File: config.mk
export PLATFORM = sky130hd
export DESIGN_NAME = dpb_lateral
export DESIGN_NICKNAME = d
export VERILOG_FILES = /design/src/hdl/dpb_pkg.sv /design/src/hdl/dpb_lateral.sv
export SDC_FILE = /design/constraint.sdc
export NUM_CORES = 2
export LEC_CHECK = 0
export ABC_CLOCK_PERIOD_IN_PS = 12000
export BUFFER_PORTS_ARGS = -buffer_cell sky130_fd_sc_hd__buf_2
export CAP_MARGIN = 15
export CORE_ASPECT_RATIO = 2
export CORE_MARGIN = 2
export CORE_UTILIZATION = 24
export CTS_CLUSTER_SIZE = 24
export DETAILED_ROUTE_END_ITERATION = 7
export GPL_TIMING_DRIVEN = 0
export PLACE_DENSITY = 0.42
export SYNTH_ARGS = -nofsm -noshare
export SYNTH_HDL_FRONTEND = slang
export SYNTH_SLANG_ARGS = --single-unit
export TNS_END_PERCENT = 100
File: constraint.sdc
create_clock -name clk -period 12 [get_ports clk]
set_input_delay 0.6 -clock clk [delete_from_list [all_inputs] [get_ports clk]]
set_output_delay 0.6 -clock clk [all_outputs]
set_load 0.01 [all_outputs]
File: src/hdl/dpb_pkg.sv
// ----------------------------------------------------------------------------
// dpb_pkg: shared types and constants for the depth pixel back-projection unit
// Widths of the pixel and point fields, register indexes, channel order codes
// and the stage-load control group passed from the top level to each lane.
// ----------------------------------------------------------------------------
package dpb_pkg;

  // Largest pixel index plus one; indexes at or above it are clamped.
  localparam int MAX_DIMENSION = 4096;

  localparam int IDX_W      = 12;
  localparam int DEPTH_W    = 16;
  localparam int CENTRE_W   = 16;
  localparam int SCALE_W    = 32;
  localparam int UNIT_W     = 32;
  localparam int COORD_W    = 32;
  localparam int Z_W        = 24;
  localparam int BYTE_W     = 8;
  localparam int COLOUR_W   = 3 * BYTE_W;
  localparam int CFG_IDX_W  = 3;
  localparam int CFG_DATA_W = 32;
  localparam int ORDER_W    = 2;

  // Fixed-point alignment: lateral products carry 2^-52 m, z products 2^-32 m.
  localparam int LAT_SHIFT = 36;
  localparam int Z_SHIFT   = 16;

  // Register reset values
  localparam logic [CENTRE_W-1:0] PRINCIPAL_X_RST = 16'd5120;
  localparam logic [CENTRE_W-1:0] PRINCIPAL_Y_RST = 16'd3840;
  localparam logic [SCALE_W-1:0]  LATERAL_RST     = 32'd536119800;
  localparam logic [UNIT_W-1:0]   DEPTH_UNIT_RST  = 32'd4294967;

  typedef enum logic [CFG_IDX_W-1:0] {
    REG_PRINCIPAL_X   = 3'd0,
    REG_PRINCIPAL_Y   = 3'd1,
    REG_LATERAL_X     = 3'd2,
    REG_LATERAL_Y     = 3'd3,
    REG_DEPTH_UNIT    = 3'd4,
    REG_CHANNEL_ORDER = 3'd5
  } cfg_reg_t;

  // Order code 3 has the mono bit set and behaves as mono.
  typedef enum logic [ORDER_W-1:0] {
    CH_RGB      = 2'd0,
    CH_BGR      = 2'd1,
    CH_MONO     = 2'd2,
    CH_MONO_ALT = 2'd3
  } chan_order_t;

  // Load strobes for the four pipeline stages.
  typedef struct packed {
    logic ld_s1;
    logic ld_s2;
    logic ld_s3;
    logic ld_s4;
  } pipe_ctl_t;

endpackage

File: src/hdl/dpb_lateral.sv
// ----------------------------------------------------------------------------
// dpb_lateral: one lateral axis of the back-projection
// Four stages: principal point offset, offset times depth, times lateral
// scale, then floor shift with sign restore.
// ----------------------------------------------------------------------------
module dpb_lateral (
  input  logic                              clk,
  input  dpb_pkg::pipe_ctl_t                ctl,
  input  logic [dpb_pkg::IDX_W-1:0]         pos,
  input  logic [dpb_pkg::CENTRE_W-1:0]      centre,
  input  logic [dpb_pkg::DEPTH_W-1:0]       depth,
  input  logic [dpb_pkg::SCALE_W-1:0]       scale,
  output logic signed [dpb_pkg::COORD_W-1:0] coord
);
  import dpb_pkg::*;

  localparam int SUB_W  = IDX_W + 4;
  localparam int PROD_W = CENTRE_W + DEPTH_W;
  localparam int MAG_W  = PROD_W + SCALE_W;
  localparam int Q_W    = MAG_W - LAT_SHIFT + 1;

  logic [IDX_W-1:0]    pos_c;
  logic [SUB_W-1:0]    sub;
  logic                neg_nxt;
  logic [CENTRE_W-1:0] diff_nxt;
  logic [PROD_W-1:0]   prod_nxt;
  logic [MAG_W-1:0]    mag_nxt;
  logic [Q_W-1:0]      q;
  logic [COORD_W-1:0]  q_ext;
  logic [COORD_W-1:0]  coord_nxt;

  logic [CENTRE_W-1:0] diff_r;
  logic [DEPTH_W-1:0]  depth_r;
  logic                neg1_r, neg2_r, neg3_r;
  logic [PROD_W-1:0]   prod_r;
  logic [MAG_W-1:0]    mag_r;
  logic [COORD_W-1:0]  coord_r;

  // Stage 1: clamp the index, subtract the principal point, keep sign apart
  always_comb begin
    pos_c    = (int'(pos) >= MAX_DIMENSION) ? IDX_W'(MAX_DIMENSION - 1) : pos;
    sub      = {pos_c, 4'b0000};
    neg_nxt  = centre > sub;
    diff_nxt = neg_nxt ? (centre - sub) : (sub - centre);
  end

  // Stages 2 and 3: two multiplies, each registered
  assign prod_nxt = PROD_W'(diff_r) * PROD_W'(depth_r);
  assign mag_nxt  = MAG_W'(prod_r) * MAG_W'(scale);

  // Stage 4: floor of a negative value is minus the ceiling of its magnitude
  always_comb begin
    q = Q_W'(mag_r[MAG_W-1:LAT_SHIFT]) + Q_W'(neg3_r && (mag_r[LAT_SHIFT-1:0] != '0));
    q_ext = COORD_W'(q);
    coord_nxt = neg3_r ? (COORD_W'(0) - q_ext) : q_ext;
  end

  always_ff @(posedge clk) begin
    if (ctl.ld_s1) begin
      diff_r  <= diff_nxt;
      depth_r <= depth;
      neg1_r  <= neg_nxt;
    end
    if (ctl.ld_s2) begin
      prod_r <= prod_nxt;
      neg2_r <= neg1_r;
    end
    if (ctl.ld_s3) begin
      mag_r  <= mag_nxt;
      neg3_r <= neg2_r;
    end
    if (ctl.ld_s4) begin
      coord_r <= coord_nxt;
    end
  end

  assign coord = $signed(coord_r);

endmodule

== Word level (Yosys, flattened, before mapping) ==
Index checks and enable logic that the tools add are counted.

* Register bits after elaboration: 161
* Bits of input ports: 81
* Output and inout port bits: 32

* Order comparisons: 1
* Reductions and logical operators: 2
* Multiply operators: 2
* Muxes and demuxes: 2
* Add/sub/neg operators: 4

{| class="wikitable"
|+ Operator list
! operator !! number
|-
| multiplier 32 x 32 -> 64 bit || 1
|-
| nonzero test 36 bit || 1
|-
| multiplier 16 x 16 -> 32 bit || 1
|-
| subtractor 16 bit || 2
|-
| subtractor 1 x 29 -> 30 bit, first input constant || 1
|-
| adder 28 x 1 -> 29 bit || 1
|-
| two-way mux 29 bit || 1
|-
| > comparator 16 bit || 1
|-
| two-way mux 16 bit || 1
|-
| logical AND 1 bit || 1
|}

== Logic depth before layout (Yosys ltp) ==
* Depth after elaboration: 5
* Gate-level depth with buffers: 27
* Depth with buffers taken out: 25

== Least setup slack after synthesis ==
No wires, ideal clock.

* Path type: input to register
* From: input scale[8] (netlist bit)
* To: register mag_r[63] (data pin)
* Path slack: 4580 ps
* Data arrival time: 7158 ps
* Stages: 25
* Data required time: 11737 ps
* Setup time: 263 ps
* Path through: clkbuf_1 and2_1 fa_1 fa_1 inv_1 fa_1 fa_1 fa_1 inv_1 fa_1 fa_1 inv_1 fa_1 inv_1 ha_1 buf_2 a21oi_1 o211ai_1 a31o_2 nand3_1 o21a_1 o31a_1 o31a_1 o41ai_2 xnor2_1

* Cells in the longest elaborated chain, start to end: 1

{| class="wikitable"
|+ RTL lines
! item !! RTL line !! RTL
|-
| start: declaration || dpb_lateral.sv:12 || <nowiki>input logic [dpb_pkg::SCALE_W-1:0] scale,</nowiki>
|-
| multiplier 32 x 32 -> 64 bit || dpb_lateral.sv:49 || <nowiki>assign mag_nxt = MAG_W'(prod_r) * MAG_W'(scale);</nowiki>
|-
| via mag_nxt[63] || dpb_lateral.sv:27 || <nowiki>logic [MAG_W-1:0] mag_nxt;</nowiki>
|-
| end signal: assignment || dpb_lateral.sv:69 || <nowiki>mag_r <= mag_nxt;</nowiki>
|-
| end: declaration || dpb_lateral.sv:36 || <nowiki>logic [MAG_W-1:0] mag_r;</nowiki>
|}

The timed path passes the listed nets, and every way through them passes these cells.
A chain may end at the register's enable or synchronous reset.

== Final worst setup path ==
* From: register prod_r[17]
* To: register mag_r[61] (data pin)

* Cells in the longest elaborated chain, start to end: 1

{| class="wikitable"
|+ RTL lines
! item !! RTL line !! RTL
|-
| start: declaration || dpb_lateral.sv:35 || <nowiki>logic [PROD_W-1:0] prod_r;</nowiki>
|-
| start signal: assignment || dpb_lateral.sv:65 || <nowiki>prod_r <= prod_nxt;</nowiki>
|-
| multiplier 32 x 32 -> 64 bit || dpb_lateral.sv:49 ||
|-
| via mag_nxt[61] || dpb_lateral.sv:27 ||
|}

The timed path passes the listed nets, and every way through them passes these cells.

==> flow_summary.json <==
{
  "result_of_the_run": "complete, no violations",
  "max_freq_mhz": 93.85,
  "groute.usage.overall_pct": 20.46,
  "gp_routability_congestion": 0.9813,
  "finalCritPeriodShare_pct": 88.79,
  "cts.path.max_buffers": 3,
  "synth.ff_latch_count": 161,
  "antenna_found_initial": 28,
  "design.die.area_sq_mm": 0.2094,
  "placed_cells": 8131,
  "floorplan.initialDensity_pct": 24.11,
  "synthesis.instances": 5268,
  "post_synth_instance_area_sq_mm": 0.04934,
  "cts_tree": "built",
  "slew-limit-headroom_pct": 8.609,
  "syn_to_final_growth_pct": 10.57,
  "worst_slew_pin_slew_ps": 1371,
  "timing.final.max_slew_violations": 0,
  "max_cap_violations": 0,
  "setup-tns-final_ps": 0,
  "core_region_area_sq_mm": 0.2046,
  "antenna_violating_nets_post_route": 0,
  "yosysWarningCount": 0,
  "setup.reg_to_reg.worst_slack_ps": 1350,
  "fp-row-count": 235,
  "synth_cell_type_count": 72,
  "post_cts_repair_resize_count": 0,
  "cts_sinks": 161,
  "vias": 36750,
  "worstSkewPairLatency_ps": 590,
  "maximum_number_of_pins_on_one_net_before_global_route_repair": 66,
  "io_pins": 113,
  "cts_htree_levels": 4,
  "vias_per_cell": 4.496,
  "synth-edff-count": 161,
  "rsz0062_at_grt": "false",
  "grt_pass1_vias": 41590,
  "num-fill-cells": 22270,
  "critPathArrivalTime_ps": 11000,
  "share_of_cells_above_drive_strength_1_pct": 3.989,
  "most_used_standard_cell_by_instance_count_after_synthesis": "sky130_fd_sc_hd__inv_1",
  "finalNetCount": 7002,
  "timing.final.crit_period_ps": 10650,
  "first_pass_grt_wire_length_um": 300100,
  "width_of_the_die_um": 324.6,
  "post-route-drc-count": 0,
  "grt.overflow.total": 0,
  "seq_total_area_yosys_pct": 9.799,
  "wire_per_inst_um": 26.10,
  "worst_setup_path_start_kind": "flop",
  "clk_pin_slew_worst_paths_ps": 80,
  "worstSetupEndpointType": "flop",
  "numPortBuffers": 112,
  "worst_setup_path_startpoint": "prod_r[17]$_DFFE_PP_",
  "dp_hpwl_um": 187300,
  "timing_worst_setup_path_type": "flop to flop",
  "cts_setup_buffers": 0,
  "ys.flop_type": "sky130_fd_sc_hd__edfxtp_1",
  "crit_fanout": 10,
  "number_of_cts_inserted_buffers": 25,
  "setup-violations-final": 0,
  "cts.hold.buffers_added": 0,
  "type_of_the_worst_min_delay_path": "primary input to flop",
  "synth-async-reset-ratio_pct": 0,
  "synth_top_cell_area_share_pct": 44.27,
  "fp.dieH_um": 645.2,
  "postRouteWirelength_um": 213300,
  "cts-root-buf": "sky130_fd_sc_hd__clkbuf_16",
  "worstHoldStart": "depth[5]",
  "synth_nets": 6833,
  "drt_first_iter_violations": 1960,
  "crit_required_ps": 12350,
  "worst_r2r_startpoint": "prod_r[17]$_DFFE_PP_",
  "synth_top_area_cell": "sky130_fd_sc_hd__fa_1",
  "timing.final.hold_violations": 0,
  "syn_area_per_cell_sq_um": 9.365,
  "synth_top_cells_by_count": "sky130_fd_sc_hd__inv_1, sky130_fd_sc_hd__fa_1, sky130_fd_sc_hd__and2_1",
  "first_pass_iters": 5,
  "final.setup_skew_ps": 39.14,
  "synth.top_cells.by_area": "sky130_fd_sc_hd__fa_1, sky130_fd_sc_hd__ha_1, sky130_fd_sc_hd__edfxtp_1",
  "final_cells": 8174
}
cell families after synthesis:
kind of cell | after synthesis | share of synthesized area (%)
AND/OR/NAND/NOR | 1667 | 17.19
adder cells (fa/ha/maj) | 1484 | 54.24
buffers and inverters | 1404 | 10.75
AO/OA/AOI/OAI | 386 | 5.044
flip-flops | 161 | 9.799
XOR/XNOR | 155 | 2.752
multiplexers | 11 | 0.2358
area by class of cell:
type                            instances  area (sq um)  share of cell area, %
Sequential cell                       161          4835                  8.862
Buffer                                277          1074                  1.968
Timing Repair Buffer                  142          1104                  2.023
Inverter                             1127          4230                  7.755
Clock buffer                           25         625.6                  1.147
Multi-Input combinational cell       3703         39200                  71.86
Tap cell                             2725          3410                  6.250
Clock inverter                          5         51.30                0.09404
Antenna cell                            9         22.52                0.04128
registers in the layout (all words and copies together) (netlist names):
signal   flops
mag_r       64
prod_r      32
coord       30
depth_r     16
diff_r      16
neg1_r       1
neg2_r       1
neg3_r       1
routing by layer:
metal	vias up	wire length (um)	part of all wire [%]	GRT usage, %
li1	16130	-	-	-
met2	1018	119000	56	40.84
met5	-	135	0.063	0
met3	540	7567	3.5	2.626
met4	22	22210	10	17.36
met1	19050	64380	30	17.63
metrics by stage:
step | setup slack (ps) | hold WS [ps] | util, % | area, sq um
finish | 1345 | 190.3 | 26.66 | 54550
floorplan | 4580 | 400.3 | - | 49340
detailed placement | 1188 | 500.5 | 26.29 | 53790
CTS | 1238 | 168.5 | 26.62 | 54470
global route | 1199 | 175.6 | 26.65 | 54530
global placement | 1155 | 500.6 | 26.05 | 53310
placed cells by master, fill, tap and decap left out, types with 6 or more instances in the layout:
cell type and count:
sky130_fd_sc_hd__or3_1 7, sky130_fd_sc_hd__o21bai_1 16, sky130_fd_sc_hd__and2_1 692, sky130_fd_sc_hd__diode_2 9, sky130_fd_sc_hd__ha_1 393, sky130_fd_sc_hd__buf_16 9, sky130_fd_sc_hd__nand4_1 27, sky130_fd_sc_hd__nand3_1 46
sky130_fd_sc_hd__mux2i_1 6, sky130_fd_sc_hd__buf_4 6, sky130_fd_sc_hd__a21oi_1 113, sky130_fd_sc_hd__fa_1 1091, sky130_fd_sc_hd__nand2_1 691, sky130_fd_sc_hd__nor2_1 82, sky130_fd_sc_hd__buf_8 17, sky130_fd_sc_hd__a211oi_1 9
sky130_fd_sc_hd__buf_2 127, sky130_fd_sc_hd__o211ai_1 8, sky130_fd_sc_hd__nor3_1 18, sky130_fd_sc_hd__inv_1 1126, sky130_fd_sc_hd__and3_1 25, sky130_fd_sc_hd__edfxtp_1 161, sky130_fd_sc_hd__xor2_1 53, sky130_fd_sc_hd__o31ai_1 11
sky130_fd_sc_hd__nand2b_1 15, sky130_fd_sc_hd__a21o_1 56, sky130_fd_sc_hd__xnor2_1 102, sky130_fd_sc_hd__clkbuf_16 25, sky130_fd_sc_hd__o21ai_0 80, sky130_fd_sc_hd__nor2b_1 18, sky130_fd_sc_hd__nor4_1 17, sky130_fd_sc_hd__clkbuf_1 255
sky130_fd_sc_hd__o21a_1 15, sky130_fd_sc_hd__nor3b_1 6, sky130_fd_sc_hd__a31oi_1 15
worst max-delay path, stage by stage, from the launching register on:
cell                       delay (ps)
sky130_fd_sc_hd__edfxtp_1         760
sky130_fd_sc_hd__clkbuf_1        1020
sky130_fd_sc_hd__and2_1           270
sky130_fd_sc_hd__fa_1             430
sky130_fd_sc_hd__inv_1             80
sky130_fd_sc_hd__fa_1             490
sky130_fd_sc_hd__fa_1             500
sky130_fd_sc_hd__fa_1             430
sky130_fd_sc_hd__inv_1            140
sky130_fd_sc_hd__fa_1             440
sky130_fd_sc_hd__fa_1             470
sky130_fd_sc_hd__fa_1             510
sky130_fd_sc_hd__inv_1             50
sky130_fd_sc_hd__fa_1             490
sky130_fd_sc_hd__inv_1            120
sky130_fd_sc_hd__ha_1             530
sky130_fd_sc_hd__nand2_1          230
sky130_fd_sc_hd__a211oi_1         640
sky130_fd_sc_hd__nand3_1          340
sky130_fd_sc_hd__o21ai_0          790
sky130_fd_sc_hd__nand3b_1         380
sky130_fd_sc_hd__o41ai_1          870
sky130_fd_sc_hd__o21ai_0          250
sky130_fd_sc_hd__xnor2_1          160
worst paths after layout:
path / end / cells after the start
worst max-delay path: mag_r[61]$_DFFE_PP_ / 23
worst min-delay path: depth_r[5]$_DFFE_PP_ / 1
worst max register to register: mag_r[61]$_DFFE_PP_ / 23
worst min register to register: neg2_r$_DFFE_PP_ / 0
Power is left out: the tool's default activity adds up to more than one toggle a clock period on the data nets, which glitch-free logic cannot reach.
